File: src/sv/flow_latency_tracker_core_assert.svh
// ----------------------------------------------------------------------------
// flow latency tracker assertion macros
// clocked assertion helpers, empty when SYNTHESIS is defined
// ----------------------------------------------------------------------------
`ifndef FLOW_LATENCY_TRACKER_CORE_ASSERT_SVH
`define FLOW_LATENCY_TRACKER_CORE_ASSERT_SVH

`ifndef SYNTHESIS
`define FLT_ASSERT(lbl, prop, msg) \
    lbl: assert property (@(posedge clk) disable iff (!rst_n) prop) else $error(msg);
`define FLT_NEVER(lbl, cond, msg) \
    lbl: assert property (@(posedge clk) disable iff (!rst_n) !(cond)) else $error(msg);
`else
`define FLT_ASSERT(lbl, prop, msg)
`define FLT_NEVER(lbl, cond, msg)
`endif

`endif

File: src/sv/flt_pkg.sv
// ----------------------------------------------------------------------------
// flt_pkg
// shared constants, result codes and controller/datapath interface types
// ----------------------------------------------------------------------------
package flt_pkg;

    localparam int TABLE_ENTRIES_DEF = 64;

    localparam int KEY_W   = 48;
    localparam int TIME_W  = 64;
    localparam int ADDR_W  = 32;
    localparam int PORT_W  = 16;
    localparam int LEN_W   = 16;

    localparam logic [15:0] ETHERTYPE_IPV4 = 16'h0800;
    localparam logic [7:0]  PROTO_TCP      = 8'd6;
    localparam logic [7:0]  PROTO_UDP      = 8'd17;
    localparam logic [3:0]  MIN_IHL        = 4'd5;
    localparam logic [15:0] ETH_HDR_BYTES  = 16'd14;
    localparam logic [15:0] TCP_HDR_BYTES  = 16'd20;
    localparam logic [15:0] UDP_HDR_BYTES  = 16'd8;

    typedef enum logic [2:0] {
        ST_IGNORED = 3'd0,
        ST_RECORDED = 3'd1,
        ST_HELD = 3'd2,
        ST_FULL = 3'd3,
        ST_MATCHED = 3'd4,
        ST_NOMATCH = 3'd5
    } status_t;

    typedef struct packed {
        logic            valid;
        logic [KEY_W-1:0] key;
    } flt_entry_t;

    typedef struct packed {
        logic    load;
        logic    clear_step;
        logic    scan_step;
        logic    record;
        logic    unlink;
        logic    emit;
        status_t code;
    } flt_cmd_t;

    typedef struct packed {
        logic in_ok;
        logic addr_last;
        logic is_egress;
        logic match_found;
        logic free_found;
    } flt_stat_t;

endpackage

File: src/sv/flt_ctrl.sv
// ----------------------------------------------------------------------------
// flt_ctrl
// sequencer for table clearing, key scan, table update and result strobe
// ----------------------------------------------------------------------------
`include "flow_latency_tracker_core_assert.svh"

module flt_ctrl
    import flt_pkg::*;
(
    input  logic      clk,
    input  logic      rst_n,
    input  logic      start,
    output logic      busy,
    output flt_cmd_t  cmd,
    input  flt_stat_t stat
);

    typedef enum logic [5:0] {
        S_CLEAR  = 6'b000001,
        S_IDLE   = 6'b000010,
        S_SCAN   = 6'b000100,
        S_DRAIN  = 6'b001000,
        S_DECIDE = 6'b010000,
        S_WAIT   = 6'b100000
    } state_t;

    state_t state_reg, state_next;

    always_comb
    begin
        state_next = state_reg;
        cmd        = '0;
        cmd.code   = ST_IGNORED;
        case (state_reg)
            S_CLEAR:
            begin
                cmd.clear_step = 1'b1;
                if (stat.addr_last)
                begin
                    state_next = S_IDLE;
                end
            end
            S_IDLE:
            begin
                if (start)
                begin
                    if (stat.in_ok)
                    begin
                        cmd.load   = 1'b1;
                        state_next = S_SCAN;
                    end
                    else
                    begin
                        cmd.emit = 1'b1;
                        cmd.code = ST_IGNORED;
                    end
                end
            end
            S_SCAN:
            begin
                cmd.scan_step = 1'b1;
                if (stat.addr_last)
                begin
                    state_next = S_DRAIN;
                end
            end
            S_DRAIN:
            begin
                state_next = S_DECIDE;
            end
            S_DECIDE:
            begin
                state_next = S_IDLE;
                if (!stat.is_egress)
                begin
                    cmd.emit = 1'b1;
                    if (stat.match_found)
                    begin
                        cmd.code = ST_HELD;
                    end
                    else if (stat.free_found)
                    begin
                        cmd.record = 1'b1;
                        cmd.code   = ST_RECORDED;
                    end
                    else
                    begin
                        cmd.code = ST_FULL;
                    end
                end
                else if (stat.match_found)
                begin
                    cmd.unlink = 1'b1;
                    state_next = S_WAIT;
                end
                else
                begin
                    cmd.emit = 1'b1;
                    cmd.code = ST_NOMATCH;
                end
            end
            S_WAIT:
            begin
                cmd.emit   = 1'b1;
                cmd.code   = ST_MATCHED;
                state_next = S_IDLE;
            end
            default:
            begin
                state_next = S_IDLE;
            end
        endcase
    end

    always_ff @(posedge clk or negedge rst_n)
    begin
        if (!rst_n)
        begin
            state_reg <= S_CLEAR;
        end
        else
        begin
            state_reg <= state_next;
        end
    end

    assign busy = (state_reg != S_IDLE);

    `FLT_ASSERT(a_record_free, cmd.record |-> (stat.free_found && !stat.match_found && !stat.is_egress), "record without a free entry")
    `FLT_ASSERT(a_unlink_match, cmd.unlink |-> (stat.match_found && stat.is_egress), "unlink without a match")
    `FLT_ASSERT(a_unlink_emit, cmd.unlink |=> (cmd.emit && cmd.code == ST_MATCHED), "match result not sent after unlink")
    `FLT_ASSERT(a_scan_end, (state_reg == S_SCAN && stat.addr_last) |=> (state_reg == S_DRAIN), "scan did not end at last entry")
    `FLT_NEVER(a_emit_busy, cmd.emit && cmd.load, "load and result in the same cycle")

endmodule
File: config.mk
export PLATFORM = sky130hd
export DESIGN_NAME = flt_ctrl
export DESIGN_NICKNAME = d
export VERILOG_FILES = /design/src/sv/flt_pkg.sv /design/src/sv/flt_ctrl.sv
export VERILOG_INCLUDE_DIRS = /design/src /design/src/sv
export SDC_FILE = /design/constraint.sdc
export NUM_CORES = 1
export LEC_CHECK = 0
export ABC_AREA = 1
export CAP_MARGIN = 15
export CELL_PAD_IN_SITES_DETAIL_PLACEMENT = 1
export CELL_PAD_IN_SITES_GLOBAL_PLACEMENT = 2
export CORE_UTILIZATION = 26
export CTS_CLUSTER_DIAMETER = 120
export CTS_CLUSTER_SIZE = 40
export DETAILED_ROUTE_END_ITERATION = 8
export DONT_BUFFER_PORTS = 1
export GPL_TIMING_DRIVEN = 0
export PLACE_DENSITY_LB_ADDON = 0.1
export REMOVE_ABC_BUFFERS = 1
export SETUP_SLACK_MARGIN = 0.3
export SLEW_MARGIN = 5
export SYNTH_ARGS = -nofsm -noshare
export SYNTH_HDL_FRONTEND = slang
export SYNTH_SLANG_ARGS = --single-unit
File: constraint.sdc
create_clock -name clk -period 1.1 [get_ports clk]
set_input_delay 0.055 -clock clk [delete_from_list [all_inputs] [get_ports clk]]
set_output_delay 0.055 -clock clk [all_outputs]
set_load 0.01 [all_outputs]
======== Word level (Yosys, flattened, before mapping) ========
Cells that the tools add are included.
Widths: inputs -> output; s select.
operators by class
  div/mod/pow operators ................... 0
  order comparisons ....................... 0
  muxes and demuxes ....................... 25
  $add $sub $neg .......................... 0
  bitwise gates (word level) .............. 0
  equal/unequal tests ..................... 11
  multiply operators ...................... 0
  shift operators ......................... 0
  reductions and logical operators ........ 1
operator list
  operator            count
  $mux 6              6
  $pmux 6 s5          1
  $mux 4              4
  $pmux 4 s3          1
  $mux 1              10
  $ne 2x2->1 const B  4
  $eq 6x1->1 const B  1
  $eq 6x2->1 const B  1
  $eq 6x3->1 const B  1
  $eq 6x4->1 const B  1
  $eq 6x5->1 const B  1
  $eq 6x6->1 const B  1
  $mux 2              3
  $ne 6x2->1 const B  1
  $reduce_and 4->1    1
word-level totals
  bits of input ports ..................... 8
  bits in writable memories ............... 0
  output and inout bits ................... 10
  bits in registers ....................... 6
  memories ................................ 0
  latch bits .............................. 0
  ROM bits ................................ 0

======== Longest topological paths before layout ========
  depth after elaboration ................. 4
  depth in mapped cells ................... 9

======== Worst setup path after synthesis ========
Ideal clock, no wire load.
  path kind ............................... flip-flop to flip-flop
  start ................................... reg state_reg[0]
  end ..................................... reg state_reg[3]
  period minus slack after synthesis ...... 1.114 ns
  slack ................................... -0.014 ns
  arrival ................................. 0.995 ns
  data required time ...................... 0.981 ns
  stages on the path, launching flop included .. 7
  cell sequence ........................... dfstp_2 -> inv_1 -> nor2_1 -> nand3_1 -> nand2_1 -> a21oi_2 -> and2_1
between the ends
  longest elaborated chain between the ends .. 3
RTL lines
  what                                RTL line         RTL
  start, declared                     flt_ctrl.sv:27   state_t state_reg, state_next;
  start signal, assigned              flt_ctrl.sv:123  state_reg <= state_next;
  $eq 6x2->1 (tied with other cells)  flt_ctrl.sv:34   case (state_reg)
  $ne 2x2->1 (no source line)         --
  $reduce_and 4->1 (no source line)   --
Parallel ways exist; a longest one is shown, timed or not.
A chain may end at the register's enable or synchronous reset.

==> results by group <==
Finish
  – Nets: 86
  – Max reg flops: 6
  – Area grow syn2layout: 56.7%
  – Diode count: 0
  – Fraction of layout cells with a size suffix above 1: between 50% and 60%
  – Fill count: 200

Yosys
  – Seq cells post-synth: 6
  – Share of the synthesized area in the top cell type: approximately 28%
  – Synth Instances: 63
  – Yosys top cell by area: dfrtp_1
  – Synth cell types: 20
  – Yosys warnings: 0
  – Post-Synthesis Cell Area: 439 µm²
  – Register area share after synthesis: between 30% and 40%
  – Synth area leaders: dfrtp_1 (28%), inv_1 (12%), nand2_1 (11%)
  – Syn avg cell area: around 7 µm²

Worst setup path
  – R2R Path Start: state_reg[0]$_DFFE_PN1P_
  – WS Path Type: reg2out
  – R2R Path End: state_reg[3]$_DFFE_PN0P_
  – Reg2Reg Depth: 6
  – Worst setup EP type: output pin
  – Crit path DAT: roughly 1.3 ns
  – R2R setup slack: -0.20 ns
  – CP Max Fanout: 4
  – CP required: about 1.0 ns
  – Startpoint Class: flop

STA
  – RSZ-0062 raised after global routing: yes
  – Final min period: about 1.3 ns
  – Relative slew slack: roughly 83%
  – Final worst slack: -0.248 ns
  – Max-slew violations: 0
  – Skew final: between 0.01 and 0.015 ns
  – Fin. Hold Viols: 0
  – Slew @ Worst Pin: 0.256 ns
  – Hold_ws: between 0.015 and 0.02 ns
  – Final setup violation count: 14
  – F_max: roughly 740 MHz
  – Fin crit share: 123%

CTS
  – Root buf cell: clkbuf_4
  – CTS H-Tree Depth: 1
  – CTS tree: built
  – Total clock sinks: 6
  – Clk_lat worst skew: 0.25 ns
  – Clock slew at reported path FFs: approximately 0.05 ns
  – CTS Buf Count: 3
  – Largest buffer count on any clock path: 2

Detailed routing
  – Antenna Nets Post-Route: 0
  – Routed wire length: between 1000 and 1500 µm
  – Initial DRC count: 0
  – Via density: about 4.5
  – # DRC: 0
  – Routed length per instance: between 10 and 15 µm
  – Vias: 415
  – TritonRoute pass-1 iters: 1

GRT
  – Wire length of the first global-routing pass: 1810 µm
  – GR Util All Layers: between 10% and 20%
  – Overflow after GRT: 0
  – Vias in the first global route: between 400 and 500
  – Initial antenna violation count: 0
  – Largest net degree at the start of global routing: 7

Placement
  – Routability Congestion: 0.705
  – Post-DP HPWL: roughly 760 µm
  – IO buf count: 0

Floorplan
  – Die height: 43.1 µm
  – Starting Density: ~28%
  – Core outline area: between 1500 and 2000 µm²
  – I/O Pins: 18
  – Die span in x: approximately 43 µm
  – Die ar.: around 1900 µm²
  – Num rows: 14

Power and ir drop
  – Internal Power: 0.644 mW
  – Flop pwr share: between 20% and 30%
  – Clock power frac: roughly a fifth
  – Switching power: approximately 0.50 mW
  – Total Power: between 1 and 1.5 mW
  – Switching share of power: a little over two fifths
  – Worst VDD drop: between 800 and 900 µV
  – Static Leak: 0.347 nW
  – Logic pwr share: ~54%
  – PwrDens: roughly 1700 nW/µm²

Min path
  – HP Start: stat[4]
  – WHS Endpoint: state_reg[2]$_DFFE_PN0P_
  – Hold Crit Depth: 2
  – HP Class: in2reg

Run status
  – Status: finished with violations
  – Failing checks: negative setup slack

Job
  – Max_cap viols: 0
worst max path at each step:
stage,startpoint,end,slack (ns),cells after the start
global placement,state_reg[1]$_DFFE_PN0P_,state_reg[3]$_DFFE_PN0P_,-0.12,5
global route,state_reg[5]$_DFFE_PN0P_,cmd[3],-0.33,5
detailed placement,state_reg[3]$_DFFE_PN0P_,state_reg[1]$_DFFE_PN0P_,-0.12,8
finish,state_reg[3]$_DFFE_PN0P_,cmd[2],-0.25,5
floorplan,state_reg[0]$_DFFE_PN1P_,state_reg[3]$_DFFE_PN0P_,-0.01,6
CTS,state_reg[2]$_DFFE_PN0P_,cmd[3],-0.26,5
layer usage:
layer	global-route usage (%)	vias to the layer above	part of all wire, %
met5	0	-	0
li1	-	216	-
met3	2.55	0	2.3
met4	9.09	0	0
met2	20.9	12	54
met1	16.2	187	44
synth_stat cells:
master and instances:
nor2_2 5, nand3_2 1, nor2_4 2, and3_1 1, nand2_1 13, nand3_4 1, and2_0 1, dfrtp_1 5
inv_1 14, o21ai_1 1, dfstp_2 1, o22ai_1 1, nor2_1 8, a21oi_2 1, o21ai_0 1, nand3_1 3
and2_1 1, nand4_1 1, a21oi_1 1, clkinv_2 1
worst max-delay path, cell delays in order, from the launching register on:
cell and delay (ns):
dfrtp_2 0.42, nor2_4 0.20, nand3_4 0.12, clkinv_4 0.09, nand2_4 0.06, o21ai_4 0.17
metrics by stage:
| step | setup WS, ns | utilization (%) | instance area [µm²] | setup TNS, ns | cells |
|---|---|---|---|---|---|
| global placement | -0.122 | 29.8 | 459 | -0.462 | 79 |
| global route | -0.331 | 44.6 | 688 | -3.33 | 93 |
| floorplan | -0.0142 | - | 439 | -0.0142 | 63 |
| detailed placement | -0.118 | 29.8 | 459 | -0.473 | 79 |
| CTS | -0.261 | 41.8 | 644 | -2.15 | 89 |
| finish | -0.248 | 44.6 | 688 | -2.20 | 93 |
repair_timing:
action,in CTS,in global routing
pin swaps,5,5
hold buffers,2,0
setup endpoints to repair,16,16
gates cloned,0,0
endpoints found under the hold margin,8,0
resized for setup,27,7
setup buffers,4,4
area by class of cell:
type | count | area [µm²] | area share [%]
Tap cell | 16 | 20.0 | 2.91
Multi-Input combinational cell | 42 | 333 | 48.4
Timing Repair Buffer | 10 | 95.1 | 13.8
Clock buffer | 4 | 26.3 | 3.82
Sequential cell | 6 | 153 | 22.2
Inverter | 15 | 61.3 | 8.91
layout by cell type (no fill, tap or decap), types with 2 or more instances in the layout:
cell	count
dfrtp_1	4
nor2_1	3
clkbuf_4	3
buf_4	4
buf_6	4
inv_1	9
nor2_2	4
nand3_2	2
nand2_4	2
nor2_4	8
inv_2	5
dlygate4sd3_1	2
nand2_1	11
nand3_4	2
cells by family (layout without fill, tap and decap cells):
| group | Yosys count | in the layout | synth area share (%) |
|---|---|---|---|
| compound gates | 5 | 5 | 6.84 |
| flops | 6 | 6 | 34.5 |
| simple gates | 37 | 37 | 45.6 |
| buf+inv | 15 | 29 | 13.1 |
power by group through the flow:
stage	Sequential, mW	Combinational (mW)	Clock (mW)
2_1_floorplan	0.301	0.368	0
3_3_place_gp	0.306	0.442	0
3_5_place_dp	0.308	0.442	0
4_1_cts	0.308	0.564	0.225
5_1_grt	0.317	0.681	0.234
6_report	0.312	0.616	0.217
Note: power is estimated with default switching activity, not from simulation.
